**config.mk**
```make
export PLATFORM = sky130hd
export DESIGN_NAME = wind_class_frame_builder_top
export DESIGN_NICKNAME = d
export VERILOG_FILES = /design/src/rtl/core/wcfb_pkg.sv /design/src/rtl/core/wcfb_classify.sv /design/src/rtl/core/wcfb_check.sv /design/src/rtl/core/wcfb_serial.sv /design/src/rtl/core/wind_class_frame_builder_top.sv
export SDC_FILE = /design/constraint.sdc
export NUM_CORES = 1
export LEC_CHECK = 0
export ABC_AREA = 1
export BUFFER_PORTS_ARGS = -buffer_cell sky130_fd_sc_hd__buf_2
export CORE_MARGIN = 2
export CORE_UTILIZATION = 58
export DETAILED_ROUTE_END_ITERATION = 8
export GPL_TIMING_DRIVEN = 0
export HOLD_SLACK_MARGIN = 0.06
export PLACE_DENSITY = 0.8
export SLEW_MARGIN = 20
export SYNTH_ARGS = -nofsm -noshare
export SYNTH_HDL_FRONTEND = slang
export SYNTH_SLANG_ARGS = --single-unit
```
**constraint.sdc**
```tcl
create_clock -name aclk -period 2.65 [get_ports aclk]
set_input_delay 0.1325 -clock aclk [delete_from_list [all_inputs] [get_ports aclk]]
set_output_delay 0.1325 -clock aclk [all_outputs]
set_load 0.05 [all_outputs]
```
**src/rtl/core/wcfb_pkg.sv**
```systemverilog
// ----------------------------------------------------------------------------
// wcfb_pkg
// shared types, constants and helpers of the wind class frame builder
// ----------------------------------------------------------------------------
package wcfb_pkg;

    localparam int FRAME_LEN = 21;
    localparam int IDX_W     = 5;
    localparam int NUM_LIM   = 9;
    localparam int HEAD_LEN  = 18;

    // byte positions after the fixed header
    localparam logic [IDX_W-1:0] IDX_DEV  = IDX_W'(18);
    localparam logic [IDX_W-1:0] IDX_CLS  = IDX_W'(19);
    localparam logic [IDX_W-1:0] IDX_LAST = IDX_W'(FRAME_LEN - 1);

    localparam logic [7:0] START_BYTE = 8'h7E;

    // class thresholds, highest first
    localparam logic [15:0] CLASS_LIMITS [NUM_LIM] = '{
        16'd1100, 16'd1000, 16'd900, 16'd800, 16'd700,
        16'd600,  16'd500,  16'd430, 16'd400
    };

    // start, length, type, id, destination (0x13 escaped), 16-bit address, radius, options
    localparam logic [7:0] FRAME_HEAD [HEAD_LEN] = '{
        8'h7E, 8'h00, 8'h10, 8'h10, 8'h01, 8'h00, 8'h7D, 8'h33, 8'hA2,
        8'h00, 8'h40, 8'hE6, 8'h6E, 8'h6A, 8'hFF, 8'hFE, 8'h00, 8'h00
    };

    // low byte of the unescaped header sum from frame type through options
    localparam logic [7:0] HEAD_SUM = 8'hC1;

    typedef logic [3:0] wcfb_class_t;

    typedef struct packed {
        wcfb_class_t cls;
        logic [7:0]  led;
    } wcfb_item_t;

    typedef struct packed {
        wcfb_class_t cls;
        logic [7:0]  led;
        logic [7:0]  dev;
        logic [7:0]  chk;
    } wcfb_frame_t;

    function automatic logic [7:0] wcfb_led(input wcfb_class_t cls);
        logic [7:0] bar;
        case (cls)
            4'd0:    bar = 8'h00;
            4'd1:    bar = 8'h01;
            4'd2:    bar = 8'h03;
            4'd3:    bar = 8'h07;
            4'd4:    bar = 8'h0F;
            4'd5:    bar = 8'h1F;
            4'd6:    bar = 8'h3F;
            4'd7:    bar = 8'h7F;
            default: bar = 8'hFF;
        endcase
        return bar;
    endfunction

endpackage

```
**src/rtl/core/wcfb_classify.sv**
```systemverilog
// ----------------------------------------------------------------------------
// wcfb_classify
// two pipeline stages: threshold compares, then class and bar encode
// ----------------------------------------------------------------------------
module wcfb_classify #(
    parameter int SAMPLE_WIDTH = 12
) (
    input  logic                    aclk,
    input  logic                    aresetn,
    input  logic                    in_valid,
    output logic                    in_ready,
    input  logic [SAMPLE_WIDTH-1:0] in_sample,
    output logic                    out_valid,
    input  logic                    out_ready,
    output wcfb_pkg::wcfb_item_t    out_item
);
    import wcfb_pkg::*;

    logic               v1_reg, v2_reg;
    logic [NUM_LIM-1:0] gt_reg, gt_next;
    wcfb_item_t         item_reg, item_next;
    logic               adv1, adv2;
    logic [15:0]        sample_ext;

    assign adv2     = !v2_reg || out_ready;
    assign adv1     = !v1_reg || adv2;
    assign in_ready = adv1;

    assign sample_ext = 16'(in_sample);

    always_comb begin
        for (int k = 0; k < NUM_LIM; k++) begin
            gt_next[k] = sample_ext > CLASS_LIMITS[k];
        end
    end

    // first threshold exceeded, counted from the top, sets the class
    always_comb begin
        item_next.cls = 4'd0;
        for (int k = NUM_LIM - 1; k >= 0; k--) begin
            if (gt_reg[k]) begin
                item_next.cls = 4'(NUM_LIM - k);
            end
        end
        item_next.led = wcfb_led(item_next.cls);
    end

    always_ff @(posedge aclk) begin
        if (!aresetn) begin
            v1_reg <= 1'b0;
            v2_reg <= 1'b0;
        end else begin
            if (adv1) begin
                v1_reg <= in_valid;
            end
            if (adv2) begin
                v2_reg <= v1_reg;
            end
        end
        if (adv1 && in_valid) begin
            gt_reg <= gt_next;
        end
        if (adv2 && v1_reg) begin
            item_reg <= item_next;
        end
    end

    assign out_valid = v2_reg;
    assign out_item  = item_reg;

endmodule

```
**src/rtl/core/wcfb_check.sv**
```systemverilog
// ----------------------------------------------------------------------------
// wcfb_check
// pipeline stage that forms the frame checksum
// ----------------------------------------------------------------------------
module wcfb_check (
    input  logic                  aclk,
    input  logic                  aresetn,
    input  logic                  in_valid,
    output logic                  in_ready,
    input  wcfb_pkg::wcfb_item_t  in_item,
    input  logic [7:0]            dev_num,
    output logic                  out_valid,
    input  logic                  out_ready,
    output wcfb_pkg::wcfb_frame_t out_frame
);
    import wcfb_pkg::*;

    logic        v_reg;
    wcfb_frame_t frame_reg, frame_next;
    logic [7:0]  sum;

    assign in_ready = !v_reg || out_ready;

    always_comb begin
        sum            = 8'(HEAD_SUM + dev_num + {4'b0, in_item.cls});
        frame_next.cls = in_item.cls;
        frame_next.led = in_item.led;
        frame_next.dev = dev_num;
        frame_next.chk = 8'hFF - sum;
    end

    always_ff @(posedge aclk) begin
        if (!aresetn) begin
            v_reg <= 1'b0;
        end else if (in_ready) begin
            v_reg <= in_valid;
        end
        if (in_ready && in_valid) begin
            frame_reg <= frame_next;
        end
    end

    assign out_valid = v_reg;
    assign out_frame = frame_reg;

endmodule

```
**src/rtl/core/wcfb_serial.sv**
```systemverilog
// ----------------------------------------------------------------------------
// wcfb_serial
// frame serializer with registered byte output, one byte per cycle while out_ready is high
// ----------------------------------------------------------------------------
module wcfb_serial (
    input  logic                  aclk,
    input  logic                  aresetn,
    input  logic                  in_valid,
    output logic                  in_ready,
    input  wcfb_pkg::wcfb_frame_t in_frame,
    output logic                  out_valid,
    input  logic                  out_ready,
    output logic [7:0]            out_byte,
    output logic                  out_last,
    output wcfb_pkg::wcfb_class_t out_cls,
    output logic [7:0]            out_led
);
    import wcfb_pkg::*;

    logic             valid_reg;
    logic [IDX_W-1:0] idx_reg, idx_next;
    logic [7:0]       byte_reg, byte_next;
    wcfb_frame_t      frame_reg;
    logic             last_taken, step;

    assign last_taken = valid_reg && out_ready && (idx_reg == IDX_LAST);
    assign step       = valid_reg && out_ready && (idx_reg != IDX_LAST);
    assign in_ready   = !valid_reg || last_taken;
    assign idx_next   = idx_reg + IDX_W'(1);

    always_comb begin
        case (idx_next)
            IDX_DEV:  byte_next = frame_reg.dev;
            IDX_CLS:  byte_next = {4'b0, frame_reg.cls};
            IDX_LAST: byte_next = frame_reg.chk;
            default:  byte_next = FRAME_HEAD[idx_next];
        endcase
    end

    always_ff @(posedge aclk) begin
        if (!aresetn) begin
            valid_reg <= 1'b0;
            idx_reg   <= '0;
        end else if (in_ready) begin
            valid_reg <= in_valid;
            idx_reg   <= '0;
        end else if (step) begin
            idx_reg <= idx_next;
        end
        if (in_ready && in_valid) begin
            frame_reg <= in_frame;
            byte_reg  <= START_BYTE;
        end else if (step) begin
            byte_reg <= byte_next;
        end
    end

    assign out_valid = valid_reg;
    assign out_byte  = byte_reg;
    assign out_last  = idx_reg == IDX_LAST;
    assign out_cls   = frame_reg.cls;
    assign out_led   = frame_reg.led;

endmodule

```
**src/rtl/core/wind_class_frame_builder_top.sv**
```systemverilog
// ----------------------------------------------------------------------------
// wind_class_frame_builder_top
// wind sensor sample to API transmit request frame
// ----------------------------------------------------------------------------
// each accepted request on the slave side carries one wind sensor sample; the
// block grades it against a fixed threshold ladder into a class 0..9 with a
// matching led bar pattern and sends a 21-byte transmit request frame on the
// master side, one byte per request, tlast on the checksum byte. the frame
// serializer emits one byte per cycle while m_tready is high. a sample passes
// four register stages in order before its first byte shows: two classify
// stages, a checksum stage and the output register, the first of them loaded
// on the accepting edge. up to three more samples queue in the pipeline
// stages while a frame goes out. device_number is written through
// cfg_wr_en/cfg_wr_data, reset 1; the user must write it only while the block
// is idle, the block itself does not enforce this.
// ----------------------------------------------------------------------------
module wind_class_frame_builder_top #(
    parameter int SAMPLE_WIDTH = 12
) (
    input  logic                                aclk,
    input  logic                                aresetn,
    // config write, device_number
    input  logic                                cfg_wr_en,
    input  logic [7:0]                          cfg_wr_data,
    // sample requests
    input  logic                                s_tvalid,
    output logic                                s_tready,
    input  logic [((SAMPLE_WIDTH+7)/8)*8-1:0]   s_tdata,   // adc_sample
    // frame byte requests
    output logic                                m_tvalid,
    input  logic                                m_tready,
    output logic [23:0]                         m_tdata,   // frame_byte, wind_class, led_bar
    output logic                                m_tlast    // last_byte
);
    import wcfb_pkg::*;

    logic [7:0]  dev_num_reg;

    // classify to checksum handoff
    logic        cl_valid, cl_ready;
    wcfb_item_t  cl_item;

    // checksum to serializer handoff
    logic        ck_valid, ck_ready;
    wcfb_frame_t ck_frame;

    logic [7:0]  out_byte, out_led;
    wcfb_class_t out_cls;

    // device number register
    always_ff @(posedge aclk) begin
        if (!aresetn) begin
            dev_num_reg <= 8'd1;
        end else if (cfg_wr_en) begin
            dev_num_reg <= cfg_wr_data;
        end
    end

    // threshold compare and class encode, two stages
    wcfb_classify #(
        .SAMPLE_WIDTH (SAMPLE_WIDTH)
    ) u_classify (
        .aclk      (aclk),
        .aresetn   (aresetn),
        .in_valid  (s_tvalid),
        .in_ready  (s_tready),
        .in_sample (s_tdata[SAMPLE_WIDTH-1:0]),
        .out_valid (cl_valid),
        .out_ready (cl_ready),
        .out_item  (cl_item)
    );

    // checksum stage
    wcfb_check u_check (
        .aclk      (aclk),
        .aresetn   (aresetn),
        .in_valid  (cl_valid),
        .in_ready  (cl_ready),
        .in_item   (cl_item),
        .dev_num   (dev_num_reg),
        .out_valid (ck_valid),
        .out_ready (ck_ready),
        .out_frame (ck_frame)
    );

    // byte serializer with output register
    wcfb_serial u_serial (
        .aclk      (aclk),
        .aresetn   (aresetn),
        .in_valid  (ck_valid),
        .in_ready  (ck_ready),
        .in_frame  (ck_frame),
        .out_valid (m_tvalid),
        .out_ready (m_tready),
        .out_byte  (out_byte),
        .out_last  (m_tlast),
        .out_cls   (out_cls),
        .out_led   (out_led)
    );

    // pack frame_byte low, then wind_class, then led_bar, zero fill
    assign m_tdata = {4'b0, out_led, out_cls, out_byte};

    // a frame goes out without gaps once started
    a_no_gap: assert property (@(posedge aclk) disable iff (!aresetn)
        m_tvalid && m_tready && !m_tlast |=> m_tvalid)
        else $error("frame interrupted before its last byte");

    // class never above 9
    a_class_range: assert property (@(posedge aclk) disable iff (!aresetn)
        m_tvalid |-> m_tdata[11:8] <= 4'd9)
        else $error("wind class out of range");

    // led bar matches class
    a_led_match: assert property (@(posedge aclk) disable iff (!aresetn)
        m_tvalid |-> m_tdata[19:12] == wcfb_led(m_tdata[11:8]))
        else $error("led bar does not match class");

    // a new frame opens with the start byte
    a_start: assert property (@(posedge aclk) disable iff (!aresetn)
        m_tvalid && m_tready && m_tlast |=> !m_tvalid || m_tdata[7:0] == START_BYTE)
        else $error("frame does not open with start byte");

endmodule

```
# Word-level counts from Yosys, hierarchy flattened
# Memories as Yosys holds them, arrays and structs flattened. A register that Yosys moved wholly into a read port is not among the register bits.
# Index checks and enable logic that the tools add are counted.
dict set report word_totals {
  output_inout_bits 27
  romBits 312
  word_cells 69
  register_bits 102
  mem_count 2
  in_bits 29
}
# name words width read_ports rd_ports_with_merged_regs write_ports line
set memory_table {}
lappend memory_table {{(no name shown)} 32 8 1 0 0 wcfb_serial.sv:36} ;# default: byte_next = FRAME_HEAD[idx_next];
lappend memory_table {{(no name shown)} 8 7 1 1 0 wcfb_pkg.sv:50} ;# case (cls)
dict set report op_classes {
  muxes 12
  n_reduce_logical 16
  order_cmp 10
  addsub 4
  n_bitwise 2
  n_eq_ne 5
}
# operator count
set ops {}
lappend ops {{$gt 12x10->1 const B} 5}
lappend ops {{$gt 12x9->1 const B} 3}
lappend ops {{$pmux 8 s3} 1}
lappend ops {{$eq 5x5->1 const B} 4}
lappend ops {{$mux 8} 2}
lappend ops {{$gt 12x11->1 const B} 1}
lappend ops {{$mux 3} 4}
lappend ops {{$add 8x4->8} 1}
lappend ops {{$add 8x8->8 const A} 1}
lappend ops {{$mux 4} 2}
lappend ops {{$sub 8x8->8 const A} 1}
lappend ops {{$logic_and 1x1->1} 7}
lappend ops {{$ge 6x6->1 const B} 1}
lappend ops {{$not 5->6} 1}
lappend ops {{$add 5x1->5 const B} 1}
lappend ops {{$ne 5x5->1 const B} 1}
lappend ops {{$logic_not 1->1} 4}
lappend ops {{$logic_or 1x1->1} 4}
lappend ops {{$mux 2} 2}
lappend ops {{$reduce_or 2->1} 1}
lappend ops {{$mux 1} 1}
lappend ops {{$not 1->1} 1}

# Depth between registers and ports, before layout
dict set report logic_depth {
  word_depth 9
  ltp_mapped 13
  ltp_nobuf 13
}

# Cells and area by module
# A second synthesis with hierarchy kept.
dict set report hier_totals {
  cells_unflattened 516
  area_unflattened_um2 5008.6
}
# module instances seq_area_each_um2 cells_each area_each_um2
set modules_own_cells {}
lappend modules_own_cells {wcfb_serial 1 1121.1 210 2075.7}
lappend modules_own_cells {wcfb_classify 1 670.6 154 1300.0}
lappend modules_own_cells {wcfb_check 1 860.8 97 1258.7}
lappend modules_own_cells {wind_class_frame_builder_top 1 160.2 55 374.1}

# Worst setup path before layout
# Ideal clock, no wire load.
dict set report synth_timing {
  path_kind {register to register}
  startpoint {register u_serial.idx_reg[0]}
  endpoint {register u_classify.gt_reg[0] (enable)}
  path_buffers 0
  path_slack_ns 0.259
  stages_incl_launch_ff 9
  required_ns 2.276
  arrival_ns 2.016
  synth_period_minus_slack_ns 2.391
  setup_ns 0.374
  cell_sequence {dfxtp_1 > inv_1 > ha_1 > nand4_1 > o21ai_2 > inv_2 > nand4_1 > inv_1 > nor2_1}
}
dict set report synth_via {
  elab_chain_cells 7
}
# element line
set synth_rtl {}
lappend synth_rtl {{from (decl)} wcfb_serial.sv:21} ;# logic [IDX_W-1:0] idx_reg, idx_next;
lappend synth_rtl {{from (signal assigned)} wcfb_serial.sv:48} ;# idx_reg <= idx_next;
lappend synth_rtl {{$eq 5x5->1} wcfb_serial.sv:26} ;# assign last_taken = valid_reg && out_ready && (idx_reg == IDX_LAST);
lappend synth_rtl {{$logic_and 1x1->1} wcfb_serial.sv:26}
lappend synth_rtl {{$logic_or 1x1->1} wcfb_serial.sv:28} ;# assign in_ready = !valid_reg || last_taken;
lappend synth_rtl {{$logic_or 1x1->1} wcfb_check.sv:22} ;# assign in_ready = !v_reg || out_ready;
lappend synth_rtl {{$logic_or 1x1->1} wcfb_classify.sv:25} ;# assign adv2 = !v2_reg || out_ready;
lappend synth_rtl {{$logic_or 1x1->1} wcfb_classify.sv:26} ;# assign adv1 = !v1_reg || adv2;
lappend synth_rtl {{net s_tready} wind_class_frame_builder_top.sv:27} ;# output logic s_tready,
lappend synth_rtl {{$logic_and 1x1->1} wcfb_classify.sv:60} ;# if (adv1 && in_valid) begin
lappend synth_rtl {{to (signal assigned)} wcfb_classify.sv:61} ;# gt_reg <= gt_next;
lappend synth_rtl {{to (decl)} wcfb_classify.sv:20} ;# logic [NUM_LIM-1:0] gt_reg, gt_next;
# The timed path passes the listed nets, and every way through them passes these cells.
# A chain may end at the register's enable or synchronous reset.

# Worst setup path after layout
dict set report layout_timing {
  startpoint {register u_serial.idx_reg[0]}
  endpoint {register u_serial.frame_reg[9] (netlist name) (enable)}
}
dict set report layout_via {
  elab_chain_cells 4
}
# element line
set layout_rtl {}
lappend layout_rtl {{$eq 5x5->1} wcfb_serial.sv:26}
lappend layout_rtl {{$logic_and 1x1->1} wcfb_serial.sv:26}
lappend layout_rtl {{$logic_or 1x1->1} wcfb_serial.sv:28}
lappend layout_rtl {{$logic_and 1x1->1} wcfb_serial.sv:50} ;# if (in_ready && in_valid) begin
lappend layout_rtl {{to (signal assigned)} wcfb_serial.sv:51} ;# frame_reg <= in_frame;
lappend layout_rtl {{to (decl)} wcfb_serial.sv:23} ;# wcfb_frame_t frame_reg;
# Every way passes these cells.

==> results.ini <==
[floorplan]
die_h_microns = 94.7
start_util_pct = 59.0
coreArea_sq_um = 8090
rows = 33
dieArea_sq_um = 8970
io_pins = 56
fp.dieW_microns = 94.7

[finish]
nets = 595
syn_to_final_growth_pct = 16.3
final_cell_mix = nand2_1, edfxtp_1, inv_1
mostFrequentLayoutCell = nand2_1
largest_reg_flops = 28
layout-drive-gt1-share_pct = 19.0
fill_cells = 610
antenna-diode-count = 0

[timing]
tightest_slew_ns = 0.546
setup_viol = 0
finClkSkew_ns = 0.0137
timing.slew.headroom_pct = 63.6
fmax_mhz = 411
hold_violations = 0
period_minus_slack_ns = 2.43
rsz0062_at_grt = false
fin_hold_ws_ns = 0.0766
tns_ns = 0
fin_crit_sh_pct = 91.7
drv_slew = 0

[job]
maxCapViolCount = 0

[drt]
routed_via_density = 5.10
vias = 3363
drt_first_iter_violations = 154
dr.pass1.iters = 5
antenna_left = 0
wl_per_cell_microns = 12.8
remaining_drc_errors = 0
wl_microns = 8460

[setup_path]
r2r_slack_ns = 0.22
end_kind = flop
crit_arrival_ns = 2.37
cp_num_cells = 6
r2r_start = u_serial.idx_reg[0]$_SDFFE_PP0P_
crit_path_end = u_serial.frame_reg[9]$_DFFE_PP_
reg2reg_to = u_serial.frame_reg[9]$_DFFE_PP_
crit_type = flop to flop
worstPathRequired_ns = 2.59
max_stage_delay_ns = 0.54
startpoint = u_serial.idx_reg[0]$_SDFFE_PP0P_
reg2reg_depth = 6
worstPathCellList = inv_1 -> ha_1 -> nand4_1 -> o21ai_2 -> nand2_2 -> clkinvlp_4
cp-start-kind = flop
cp_num_buf_inv = 2
crit_path_max_fanout = 28
cp_slowest_cell = dfxtp_1
critPathTopFamily = buffers and inverters

[synthesis]
syn_inst = 474
ys_types = 42
synth_area_per_cell_sq_um = 10.1
yosys_register_bits = 102
ys_warn_count = 0
syn_area_sq_um = 4770
synth_seq_area_share_pct = 59.0

[clocking]
root_buffer = clkbuf_8
cts.path.max_buffers = 2
cts_tree = yes
path_clk_slew_ns = 0.10
cts_setup_buffers = 0
insertion_delay_ns = 0.36
cts_max_level = 3
numClockSinks = 102
cts_buffers = 9

[pwr]
totalPowerFinal_mw = 3.41
peakVddDrop_uv = 264
p_per_area_nw_per_um2 = 614
internal_power_mw = 2.56
p_sw_share_pct = 25.0
leakagePower_nw = 2.29
p_comb_share_pct = 12.3
switchingPower_uw = 851
p_clk_share_pct = 34.2
seqPwrFrac_pct = 53.5

[global_routing]
antenna_found_initial = 0
grt_overflow = 0
grt_max_degree = 29
grtUsageTotal_pct = 20.0
grt_pass1_wl_microns = 13900
grt_pass1_vias = 3093

[worst_hold_path]
hp-class = primary input to flop
worst_hold_path.num_cells = 3

[placement]
post-dp-hpwl_microns = 6060
io_buffers = 45
finalWeightedCongestion = 0.966

[status]
status = completed

-- metal layers --
layer | wire (microns) | GRT usage, % | vias to the layer above
met1 | 3920 | 26.6 | 1500
met2 | 3930 | 33.0 | 137
met3 | 496 | 3.91 | 13
li1 | - | - | 1713
met4 | 117 | 7.13 | 0
met5 | 0 | 0 | -
-- power by group through the flow --
stage	sequential, mW	clock [mW]	combinational (mW)
finish	1.82	1.16	0.420
global route	1.83	1.23	0.464
CTS	1.83	1.17	0.416
detailed placement	1.86	0	0.394
global placement	1.86	0	0.384
floorplan	1.96	0	0.195
-- per-stage QoR --
stage                     area, sq um  cells  util, %  worst slack, ns
after floorplan                  4780    477        -            0.259
after global placement           5140    627     63.5           0.0892
after detailed placement         5140    627     63.5           0.0207
after CTS                        5540    658     68.4           0.0192
after global routing             5550    659     68.6           0.0298
final                            5550    659     68.6            0.220
-- worst min-delay path by stage --
stage | startpoint | end | slack [ns]
after CTS | aresetn | dev_num_reg[1]$_SDFFE_PN0P_ | 0.06
after global placement | cfg_wr_data[0] | dev_num_reg[0]$_SDFFE_PN1P_ | 0.35
after floorplan | cfg_wr_en | dev_num_reg[0]$_SDFFE_PN1P_ | 0.23
after global routing | cfg_wr_data[3] | dev_num_reg[3]$_SDFFE_PN0P_ | 0.10
final | aresetn | dev_num_reg[1]$_SDFFE_PN0P_ | 0.08
after detailed placement | cfg_wr_data[0] | dev_num_reg[0]$_SDFFE_PN1P_ | 0.36
-- area by class of cell --
class	instances	area, sq um	share of cell area (%)
Timing Repair Buffer	60	375	6.76
Tap cell	105	131	2.37
Multi-Input combinational cell	274	1520	27.4
Clock inverter	7	119	2.14
Timing Repair inverter	1	7.51	0.135
Sequential cell	102	2810	50.7
Buffer	23	161	2.91
Inverter	78	300	5.41
Clock buffer	9	124	2.23
-- timing repair --
| item | 4_1_cts | 5_1_grt |
|---|---|---|
| cloned | 0 | 1 |
| pin swaps | 0 | 0 |
| endpoints found under the setup margin | 26 | 37 |
| hold buffers | 15 | 0 |
| endpoints found under the hold margin | 8 | 0 |
| gates resized for setup | 1 | 3 |
-- worst register-to-register path, cell delays in order, from the launching register on --
cell and delay, ns:
dfxtp_1 0.54, inv_1 0.21, ha_1 0.25, nand4_1 0.15, o21ai_2 0.11, nand2_2 0.22
clkinvlp_4 0.53
-- cells in the mapped netlist (all sizes together) --
cell / number / area share (%)
ha: 16 / 4.2
edfxtp: 77 / 48
o21bai: 2 / 0.31
o41ai: 1 / 0.18
nor2: 35 / 3.1
dfxtp: 25 / 10
o211ai: 1 / 0.16
o21ai: 22 / 2.4
o22ai: 1 / 0.13
a21oi: 26 / 2.7
buf: 21 / 3.2
a211oi: 1 / 0.16
fa: 1 / 0.42
o31ai: 1 / 0.16
o21a: 1 / 0.16
or2: 2 / 0.26
nand2: 90 / 7.4
clkbuf: 2 / 0.16
inv: 78 / 6.1
nand4: 10 / 1.4
o32ai: 1 / 0.18
a31oi: 2 / 0.26
nor3: 5 / 0.52
o2111ai: 1 / 0.18
xor2: 7 / 1.8
conb: 1 / 0.079
nor3b: 1 / 0.16
nand3: 43 / 5.0
-- cells by family after synthesis --
group / count (synthesis) / share of synthesized area [%]
XOR/XNOR: 7 / 1.84
buffers and inverters: 101 / 9.52
flip-flops: 102 / 59.0
AND/OR/NAND/NOR: 186 / 18.0
other: 1 / 0.0786
AO/OA/AOI/OAI: 60 / 7.00
adder cells (fa/ha/maj): 17 / 4.62
Power figures use the tool's default switching activity.
